<file path="config.mk">
export PLATFORM = sky130hd
export DESIGN_NAME = multi_channel_soft_timer_bank_core
export DESIGN_NICKNAME = d
export VERILOG_FILES = /design/src/hw/rtl/mcstb_pkg.sv /design/src/hw/rtl/mcstb_ram.sv /design/src/hw/rtl/multi_channel_soft_timer_bank_core.sv
export SDC_FILE = /design/constraint.sdc
export NUM_CORES = 2
export LEC_CHECK = 0
export BUFFER_PORTS_ARGS = -buffer_cell sky130_fd_sc_hd__buf_2
export CORE_UTILIZATION = 55
export DETAILED_ROUTE_END_ITERATION = 10
export PLACE_DENSITY = 0.75
export SKIP_CTS_REPAIR_TIMING = 1
export SYNTH_ARGS = -nofsm -noshare
export SYNTH_HDL_FRONTEND = slang
export SYNTH_SLANG_ARGS = --single-unit
</file>
<file path="constraint.sdc">
create_clock -name clk_i -period 8.27 [get_ports clk_i]
set_input_delay 0.4135 -clock clk_i [delete_from_list [all_inputs] [get_ports clk_i]]
set_output_delay 0.4135 -clock clk_i [all_outputs]
set_load 0.005 [all_outputs]
</file>
<file path="src/hw/rtl/mcstb_pkg.sv">
// Shared types and constants for the multi-channel soft timer bank.
// No dependencies; used by multi_channel_soft_timer_bank_core.
package mcstb_pkg;

  localparam int unsigned US_PER_MS   = 1000;
  localparam int unsigned MAX_RESULTS = 8;
  localparam int unsigned MS_W        = 32;
  localparam int unsigned US_W        = 10;
  localparam int unsigned PERIOD_W    = 32;
  // floor(x / 1000) == (x * RECIP_1000) >> RECIP_SHIFT for any 32-bit x
  localparam int unsigned RECIP_1000  = 32'h1062_4DD3;
  localparam int unsigned RECIP_SHIFT = 38;
  localparam int unsigned RAM_W       = MS_W + US_W + PERIOD_W;
  localparam int unsigned IN_DATA_W   = 88;
  localparam int unsigned OUT_DATA_W  = 8;

  typedef enum logic [1:0] {
    CMD_START  = 2'd0,
    CMD_STOP   = 2'd1,
    CMD_QUERY  = 2'd2,
    CMD_UPDATE = 2'd3
  } cmd_e;

  typedef enum logic [1:0] {
    ST_STOPPED = 2'd0,
    ST_RUNNING = 2'd1,
    ST_TIMEOUT = 2'd2,
    ST_NONE    = 2'd3
  } run_e;

  typedef enum logic [3:0] {
    S_IDLE,
    S_CMD,
    S_RESP,
    S_LOAD,
    S_DIV,
    S_ARM,
    S_URD,
    S_UEVAL,
    S_UCMP,
    S_NEXT,
    S_FLUSH
  } seq_e;

endpackage

</file>
<file path="src/hw/rtl/mcstb_ram.sv">
// Generic single-write, single-read RAM with registered read data.
// No dependencies; holds per-timer due time and reload period.
module mcstb_ram #(
  parameter int unsigned WIDTH = 74,
  parameter int unsigned DEPTH = 8
) (
  input  logic                                   clk_i,
  input  logic                                   we_i,
  input  logic [((DEPTH > 1) ? $clog2(DEPTH) : 1)-1:0] waddr_i,
  input  logic [WIDTH-1:0]                       wdata_i,
  input  logic [((DEPTH > 1) ? $clog2(DEPTH) : 1)-1:0] raddr_i,
  output logic [WIDTH-1:0]                       rdata_o
);

  logic [WIDTH-1:0] mem_q [DEPTH];
  logic [WIDTH-1:0] rdata_q;

  always_ff @(posedge clk_i) begin
    if (we_i) begin
      mem_q[waddr_i] <= wdata_i;
    end
    rdata_q <= mem_q[raddr_i];
  end

  assign rdata_o = rdata_q;

endmodule

</file>
<file path="src/hw/rtl/multi_channel_soft_timer_bank_core.sv">
// Bank of TIMER_COUNT software timers (one-shot or cyclic) driven by request commands.
// Stop, query and a refused start go from decode to the response state, which loads their
// result once the output register is free; the next request is then accepted. A start that
// arms steps through decode, multiply by the reciprocal of 1000, remainder plus microseconds,
// RAM write and respond. Update walks the timers one at a time through the due-time RAM (one
// read per timer): read, evaluate, then compare for a running timer or reload and rearm for
// an expired cyclic one, then advance, with a decode first and a flush at the end; a fired
// result waits only when the output register is still full. Depends on mcstb_pkg and mcstb_ram.
module multi_channel_soft_timer_bank_core #(
  parameter int unsigned TIMER_COUNT = 8
) (
  input  logic        clk_i,
  input  logic        rst_ni,
  input  logic        s_axis_tvalid,
  output logic        s_axis_tready,
  // timer_id[7:0], mode_sel[9:8], period_us[41:10], now_ms[73:42], now_us[83:74]
  input  logic [87:0] s_axis_tdata,
  // cmd[1:0]
  input  logic [1:0]  s_axis_tuser,
  output logic        m_axis_tvalid,
  input  logic        m_axis_tready,
  // reply_ok[0], timer_state[2:1], fired_id[5:3]
  output logic [7:0]  m_axis_tdata,
  // fired[0]
  output logic        m_axis_tuser,
  output logic        m_axis_tlast
);

  localparam int unsigned IDX_W = (TIMER_COUNT > 1) ? $clog2(TIMER_COUNT) : 1;
  localparam logic [IDX_W-1:0] LAST_IDX = IDX_W'(TIMER_COUNT - 1);

  mcstb_pkg::seq_e state_q, state_d;
  mcstb_pkg::cmd_e cmd_q, cmd_d;
  mcstb_pkg::run_e run_q [TIMER_COUNT];
  logic            cyc_q [TIMER_COUNT];

  logic [IDX_W-1:0] idx_q, idx_d;
  logic             id_ok_q, id_ok_d;
  logic [1:0]       mode_q, mode_d;
  logic [31:0]      period_q, period_d;
  logic [31:0]      ms_q, ms_d;
  logic [9:0]       us_q, us_d;
  logic [31:0]      prod_q, prod_d;
  logic [31:0]      div_q, div_d;
  logic [10:0]      rem_q, rem_d;
  logic [3:0]       nres_q, nres_d;
  logic             pend_q, pend_d;
  logic [2:0]       pend_id_q, pend_id_d;
  logic             hold_ok_q, hold_ok_d;
  logic [1:0]       hold_st_q, hold_st_d;

  logic       out_valid_q, out_valid_d;
  logic       o_ok_q, o_ok_d;
  logic [1:0] o_st_q, o_st_d;
  logic       o_fired_q, o_fired_d;
  logic [2:0] o_id_q, o_id_d;
  logic       o_last_q, o_last_d;

  logic                    run_we, cyc_we, cyc_wd, ram_we;
  mcstb_pkg::run_e         run_wd;
  logic [mcstb_pkg::RAM_W-1:0] ram_wdata, ram_rdata;
  logic [31:0]             rd_ms, rd_rel, diff;
  logic [9:0]              rd_us;
  logic [63:0]             recip_prod;
  logic [1:0]              carry;
  logic [9:0]              due_us;
  logic                    in_acc, out_free;

  assign rd_ms  = ram_rdata[31:0];
  assign rd_us  = ram_rdata[41:32];
  assign rd_rel = ram_rdata[73:42];

  assign in_acc   = s_axis_tvalid && s_axis_tready;
  assign out_free = !out_valid_q || m_axis_tready;
  assign s_axis_tready = (state_q == mcstb_pkg::S_IDLE);

  assign diff     = prod_q + 32'(us_q) - 32'(rd_us);

  // quotient of the period by 1000; remainder plus now_us stays below 2023
  assign recip_prod = 64'(period_q) * 64'(mcstb_pkg::RECIP_1000);
  assign carry  = (rem_q >= 11'(2 * mcstb_pkg::US_PER_MS)) ? 2'd2 :
                  (rem_q >= 11'(mcstb_pkg::US_PER_MS))     ? 2'd1 : 2'd0;
  assign due_us = (carry == 2'd2) ? 10'(rem_q - 11'(2 * mcstb_pkg::US_PER_MS)) :
                  (carry == 2'd1) ? 10'(rem_q - 11'(mcstb_pkg::US_PER_MS)) : rem_q[9:0];

  assign ram_wdata = {period_q, due_us, ms_q + div_q + 32'(carry)};

  mcstb_ram #(
    .WIDTH(mcstb_pkg::RAM_W),
    .DEPTH(TIMER_COUNT)
  ) u_due_ram (
    .clk_i  (clk_i),
    .we_i   (ram_we),
    .waddr_i(idx_q),
    .wdata_i(ram_wdata),
    .raddr_i(idx_q),
    .rdata_o(ram_rdata)
  );

  always_comb begin
    state_d     = state_q;
    cmd_d       = cmd_q;
    idx_d       = idx_q;
    id_ok_d     = id_ok_q;
    mode_d      = mode_q;
    period_d    = period_q;
    ms_d        = ms_q;
    us_d        = us_q;
    prod_d      = prod_q;
    div_d       = div_q;
    rem_d       = rem_q;
    nres_d      = nres_q;
    pend_d      = pend_q;
    pend_id_d   = pend_id_q;
    hold_ok_d   = hold_ok_q;
    hold_st_d   = hold_st_q;
    out_valid_d = out_valid_q && !m_axis_tready;
    o_ok_d      = o_ok_q;
    o_st_d      = o_st_q;
    o_fired_d   = o_fired_q;
    o_id_d      = o_id_q;
    o_last_d    = o_last_q;
    run_we      = 1'b0;
    run_wd      = mcstb_pkg::ST_STOPPED;
    cyc_we      = 1'b0;
    cyc_wd      = 1'b0;
    ram_we      = 1'b0;

    case (state_q)
      mcstb_pkg::S_IDLE: begin
        if (in_acc) begin
          cmd_d    = mcstb_pkg::cmd_e'(s_axis_tuser);
          id_ok_d  = {1'b0, s_axis_tdata[7:0]} < 9'(TIMER_COUNT);
          idx_d    = (cmd_d == mcstb_pkg::CMD_UPDATE) ? '0 : s_axis_tdata[IDX_W-1:0];
          mode_d   = s_axis_tdata[9:8];
          period_d = s_axis_tdata[41:10];
          ms_d     = s_axis_tdata[73:42];
          us_d     = s_axis_tdata[83:74];
          nres_d   = '0;
          pend_d   = 1'b0;
          state_d  = mcstb_pkg::S_CMD;
        end
      end
      mcstb_pkg::S_CMD: begin
        hold_ok_d = 1'b0;
        hold_st_d = mcstb_pkg::ST_STOPPED;
        state_d   = mcstb_pkg::S_RESP;
        case (cmd_q)
          mcstb_pkg::CMD_START: begin
            if (id_ok_q && !mode_q[1] && run_q[idx_q] == mcstb_pkg::ST_STOPPED) begin
              state_d = mcstb_pkg::S_LOAD;
            end
          end
          mcstb_pkg::CMD_STOP: begin
            hold_ok_d = id_ok_q;
            run_we    = id_ok_q;
            run_wd    = mcstb_pkg::ST_STOPPED;
          end
          mcstb_pkg::CMD_QUERY: begin
            hold_st_d = id_ok_q ? run_q[idx_q] : mcstb_pkg::ST_NONE;
          end
          default: begin
            state_d = mcstb_pkg::S_UEVAL;
          end
        endcase
      end
      mcstb_pkg::S_RESP: begin
        if (out_free) begin
          out_valid_d = 1'b1;
          o_ok_d      = hold_ok_q;
          o_st_d      = hold_st_q;
          o_fired_d   = 1'b0;
          o_id_d      = '0;
          o_last_d    = 1'b1;
          state_d     = mcstb_pkg::S_IDLE;
        end
      end
      mcstb_pkg::S_LOAD: begin
        div_d   = 32'(recip_prod >> mcstb_pkg::RECIP_SHIFT);
        state_d = mcstb_pkg::S_DIV;
      end
      mcstb_pkg::S_DIV: begin
        rem_d   = 11'(period_q - div_q * 32'(mcstb_pkg::US_PER_MS)) + 11'(us_q);
        state_d = mcstb_pkg::S_ARM;
      end
      mcstb_pkg::S_ARM: begin
        ram_we = 1'b1;
        run_we = 1'b1;
        run_wd = mcstb_pkg::ST_RUNNING;
        if (cmd_q == mcstb_pkg::CMD_START) begin
          cyc_we    = 1'b1;
          cyc_wd    = mode_q[0];
          hold_ok_d = 1'b1;
          hold_st_d = mcstb_pkg::ST_STOPPED;
          state_d   = mcstb_pkg::S_RESP;
        end else begin
          state_d = mcstb_pkg::S_NEXT;
        end
      end
      mcstb_pkg::S_URD: begin
        state_d = mcstb_pkg::S_UEVAL;
      end
      mcstb_pkg::S_UEVAL: begin
        state_d = mcstb_pkg::S_NEXT;
        case (run_q[idx_q])
          mcstb_pkg::ST_RUNNING: begin
            prod_d  = 32'((ms_q - rd_ms) * 32'(mcstb_pkg::US_PER_MS));
            state_d = mcstb_pkg::S_UCMP;
          end
          mcstb_pkg::ST_TIMEOUT: begin
            if (cyc_q[idx_q]) begin
              period_d = rd_rel;
              state_d  = mcstb_pkg::S_LOAD;
            end else begin
              run_we = 1'b1;
              run_wd = mcstb_pkg::ST_STOPPED;
            end
          end
          default: begin
            state_d = mcstb_pkg::S_NEXT;
          end
        endcase
      end
      mcstb_pkg::S_UCMP: begin
        if (diff[31]) begin
          state_d = mcstb_pkg::S_NEXT;
        end else if (nres_q >= 4'(mcstb_pkg::MAX_RESULTS)) begin
          run_we  = 1'b1;
          run_wd  = mcstb_pkg::ST_TIMEOUT;
          state_d = mcstb_pkg::S_NEXT;
        end else if (!pend_q || out_free) begin
          if (pend_q) begin
            out_valid_d = 1'b1;
            o_ok_d      = 1'b1;
            o_st_d      = mcstb_pkg::ST_TIMEOUT;
            o_fired_d   = 1'b1;
            o_id_d      = pend_id_q;
            o_last_d    = 1'b0;
          end
          pend_d    = 1'b1;
          pend_id_d = 3'(idx_q);
          nres_d    = nres_q + 4'd1;
          run_we    = 1'b1;
          run_wd    = mcstb_pkg::ST_TIMEOUT;
          state_d   = mcstb_pkg::S_NEXT;
        end
      end
      mcstb_pkg::S_NEXT: begin
        if (idx_q == LAST_IDX) begin
          state_d = mcstb_pkg::S_FLUSH;
        end else begin
          idx_d   = idx_q + 1'b1;
          state_d = mcstb_pkg::S_URD;
        end
      end
      mcstb_pkg::S_FLUSH: begin
        if (!pend_q) begin
          state_d = mcstb_pkg::S_IDLE;
        end else if (out_free) begin
          out_valid_d = 1'b1;
          o_ok_d      = 1'b1;
          o_st_d      = mcstb_pkg::ST_TIMEOUT;
          o_fired_d   = 1'b1;
          o_id_d      = pend_id_q;
          o_last_d    = 1'b1;
          pend_d      = 1'b0;
          state_d     = mcstb_pkg::S_IDLE;
        end
      end
      default: begin
        state_d = mcstb_pkg::S_IDLE;
      end
    endcase
  end

  always_ff @(posedge clk_i or negedge rst_ni) begin
    if (!rst_ni) begin
      state_q     <= mcstb_pkg::S_IDLE;
      cmd_q       <= mcstb_pkg::CMD_START;
      idx_q       <= '0;
      nres_q      <= '0;
      pend_q      <= 1'b0;
      out_valid_q <= 1'b0;
      for (int i = 0; i < TIMER_COUNT; i++) begin
        run_q[i] <= mcstb_pkg::ST_STOPPED;
        cyc_q[i] <= 1'b0;
      end
    end else begin
      state_q     <= state_d;
      cmd_q       <= cmd_d;
      idx_q       <= idx_d;
      nres_q      <= nres_d;
      pend_q      <= pend_d;
      out_valid_q <= out_valid_d;
      if (run_we) begin
        run_q[idx_q] <= run_wd;
      end
      if (cyc_we) begin
        cyc_q[idx_q] <= cyc_wd;
      end
    end
  end

  always_ff @(posedge clk_i) begin
    id_ok_q   <= id_ok_d;
    mode_q    <= mode_d;
    period_q  <= period_d;
    ms_q      <= ms_d;
    us_q      <= us_d;
    prod_q    <= prod_d;
    div_q     <= div_d;
    rem_q     <= rem_d;
    pend_id_q <= pend_id_d;
    hold_ok_q <= hold_ok_d;
    hold_st_q <= hold_st_d;
    o_ok_q    <= o_ok_d;
    o_st_q    <= o_st_d;
    o_fired_q <= o_fired_d;
    o_id_q    <= o_id_d;
    o_last_q  <= o_last_d;
  end

  assign m_axis_tvalid = out_valid_q;
  assign m_axis_tdata  = {2'b00, o_id_q, o_st_q, o_ok_q};
  assign m_axis_tuser  = o_fired_q;
  assign m_axis_tlast  = o_last_q;

  a_nres_cap: assert property (@(posedge clk_i) disable iff (!rst_ni)
    nres_q <= 4'(mcstb_pkg::MAX_RESULTS))
    else $error("fired count above limit");

  a_pend_update: assert property (@(posedge clk_i) disable iff (!rst_ni)
    pend_q |-> cmd_q == mcstb_pkg::CMD_UPDATE)
    else $error("pending fired result outside update");

  a_rem_range: assert property (@(posedge clk_i) disable iff (!rst_ni)
    state_q == mcstb_pkg::S_ARM |-> due_us < 10'(mcstb_pkg::US_PER_MS))
    else $error("due microseconds out of range");

  a_accept_cmd: assert property (@(posedge clk_i) disable iff (!rst_ni)
    in_acc |=> state_q == mcstb_pkg::S_CMD)
    else $error("request not decoded after accept");

endmodule

</file>
==> run_results.csv <==
group,metric,value,unit
outcome,status,"finished with violations",
outcome,violations,"negative hold slack",
global_route,grt_pass1_wl,190000,um
global_route,grt.overflow.total,0,
clock_tree,clock_sinks,829,
clock_tree,cts-root-buf,"clkbuf_16",
synthesis,syn-instance-count,4119,
clock_tree,insertion_delay,0.68,ns
sta,hold_viol_final,2,
floorplan,die_h,310,um
sta,finalSetupViolCount,0,
drt,drt_wl_total,123000,um
global_route,grt_pass1_vias,33600,
synthesis,ys_warn_count,0,
synthesis,async_flop_share,4.70,%
sta,finalCritPeriodShare,95.9,%
drt,ant_nets,0,
setup_path,r2r-start,"period_q[22]",
floorplan,row_count,112,
floorplan,core_area,0.0936,mm^2
final_layout,finish.net_count,5440,
setup_path,startpoint,"period_q[22]",
placement,numPortBuffers,96,
sta,tightest_slew,1.08,ns
setup_path,path_max_fanout,12,
floorplan,die-area,0.0961,mm^2
synthesis,ys_seq_elements,829,
clock_tree,cts_buffers,84,
sta,slew_headroom,28.1,%
sta,fin_skew,0.0457,ns
sta,drv_slew,0,
floorplan,num_io_pins,106,
synthesis,synth_seq_area_share,46.0,%
placement,place.gp.congestion,0.959,
run,drv_cap,0,
placement,dpl.hpwl,87100,um
placement,dp_worst_setup_slack,0.293,ns
floorplan,dieWidth,310,um
synthesis,synth.avg_cell_area,12.7,um^2
drt,first_pass_iters,6,
min_path,min_path_type,"in -> reg",
setup_path,cp-start-kind,"flip-flop",
final_layout,syn2layout_area_growth,10.8,%
synthesis,synth-edff-count,719,
sta,timing.setup.tns,0,ns
sta,min_period,7.93,ns
sta,rsz0062_at_grt,"false",
sta,layout_setup_ws,0.335,ns
min_path,min_from,"s_axis_tuser[0]",
floorplan,initial_core_util,55.7,%
setup_path,worst-r2r-cell-count,27,
setup_path,path_class,"reg -> reg",
global_route,antenna_found_initial,0,
clock_tree,htree_levels,3,
drt,vias,32600,
synthesis,ys_types,81,
drt,drtIter0Drc,2755,
global_route,grt_usage,26.4,%
clock_tree,cts_tree,"done",
synthesis,synth.cell_area,0.0522,mm^2
clock_tree,cts_max_path_buffers,3,
drt,wl_per_cell,21.8,um
setup_path,required,8.68,ns
setup_path,end_kind,"flip-flop",
setup_path,arrival,8.35,ns
sta,whs,-0.0226,ns
clock_tree,path_clk_slew,0.06,ns
min_path,hold_depth,3,
sta,fmax,126,MHz
final_layout,drive_gt1_share,9.33,%
synthesis,ys_dominant_reg_cell,"edfxtp_1",
global_route,grt_max_degree,50,
drt,avgViaCountPerCell,5.75,
drt,drc,0,
==> logic make-up after synthesis <==
family	after synthesis	share of synthesized area, %
other cells	1	0.00719
mux	45	0.962
buf+inv	914	6.60
xor+xnor	139	2.39
fa+ha+maj	998	29.8
simple gates	464	4.58
flops	829	46.0
compound gates	729	9.65
==> state kept, by name, indices dropped and copies added, names as in the netlist, 2 cells and up <==
register and cells:
run_q 16, mode_q 2, cyc_q 8, state_q 4, ms_q 29, period_q 32
nres_q 4, u_due_ram.rdata_o 71, u_due_ram.mem_q 568, prod_q 29, rem_q 11, cmd_q 2
o_id_q 3, us_q 10, pend_id_q 3, o_st_q 2, div_q 23, idx_q 3
hold_st_q 2
==> per-stage QoR <==
step / util, % / hold WS (ns) / std cells / instance area (um^2)
2_1_floorplan: - / 0.118 / 4120 / 52200
3_3_place_gp: 58.4 / 0.455 / 5471 / 54600
3_5_place_dp: 58.4 / 0.456 / 5471 / 54600
4_1_cts: 61.2 / -0.126 / 5626 / 57300
5_1_grt: 61.7 / 0.00295 / 5672 / 57800
6_report: 61.8 / -0.0226 / 5673 / 57800
==> worst max-delay path, stage by stage (launching register included) <==
cell	delay, ns
edfxtp_1	0.60
buf_4	0.26
ha_1	0.29
fa_1	0.38
fa_1	0.49
inv_1	0.05
fa_1	0.47
inv_1	0.05
fa_1	0.50
inv_1	0.05
fa_1	0.53
inv_1	0.05
fa_1	0.48
inv_1	0.06
fa_1	0.38
inv_1	0.09
ha_1	0.32
a21o_1	0.19
a21o_1	0.17
a21oi_1	0.16
o22ai_1	0.11
nor4_1	0.62
buf_4	0.23
o311ai_2	0.19
a2111oi_1	0.48
o31ai_1	0.17
a21oi_1	0.24
o21bai_1	0.08
==> layout make-up <==
cell class / count / area (um^2)
timing repair buffer: 228 / 1580
fill: 7113 / 35800
inverter: 829 / 3110
clock inverter: 45 / 452
multi-input combinational: 2377 / 24800
clock buffer: 110 / 2250
tap: 1254 / 1570
antenna: 1 / 2.50
sequential: 829 / 24000
==> synth_stat cells, drive strengths merged (26+ instances only) <==
library cell / instances / share of area, %
mux2: 41 / 0.89
dfxtp: 71 / 2.7
nand3: 38 / 0.36
nand4: 91 / 1.1
nand2b: 26 / 0.31
clkbuf: 79 / 0.57
xor2: 41 / 0.70
nor2: 105 / 0.76
nor3: 27 / 0.26
xnor2: 97 / 1.6
nand2: 85 / 0.61
fa: 408 / 16
edfxtp: 719 / 41
dfrtp: 39 / 1.9
o21ai: 94 / 0.90
a21oi: 124 / 1.2
inv: 829 / 6.0
a21o: 72 / 1.0
ha: 589 / 14
a22oi: 294 / 4.2
==> cell usage in the layout (no fill, tap or decap), drive strengths merged, types with 7 or more instances in the layout <==
cell,Yosys,layout
nor3,27,27
and3,16,16
xnor2,97,97
o211ai,9,9
a211oi,18,18
a22oi,294,294
clkbuf,79,110
a31oi,16,16
fa,408,408
and2,10,10
nand3,38,38
dfrtp,39,39
a2111oi,7,7
buf,6,188
or2,11,11
edfxtp,719,719
a31o,9,9
xor2,41,41
nor2b,22,22
a21oi,124,124
dfxtp,71,71
o21a,16,16
nand4,91,91
o21bai,17,17
nand2,85,85
mux2,41,41
o21ai,94,94
clkinvlp,0,7
dlygate4sd3,0,40
nand2b,26,26
nor2,105,105
inv,829,837
a21o,72,72
clkinv,0,27
nor4,9,9
ha,589,589
==> final timing paths <==
check	endpoint	slack (ns)
worst max-delay path	div_q[22]	0.34
worst min-delay path	cmd_q[0]	-0.02
worst max register to register	div_q[22]	0.34
worst min register to register	u_due_ram.rdata_o[71]	0.46
max in group asynchronous	nres_q[2]	7.28
min in group asynchronous	cyc_q[7]	0.41
==> routing by layer <==
metal,part of all wire [%],global-route usage [%],up-vias
met1,41,35.4,16300
met5,0,0,-
met3,7.4,3.83,237
met2,48,43.4,1218
met4,3.7,10.5,0
li1,-,-,14900
Power is not shown: default switching activity piles up to over one toggle a cycle in this logic, so the estimate is an artifact.
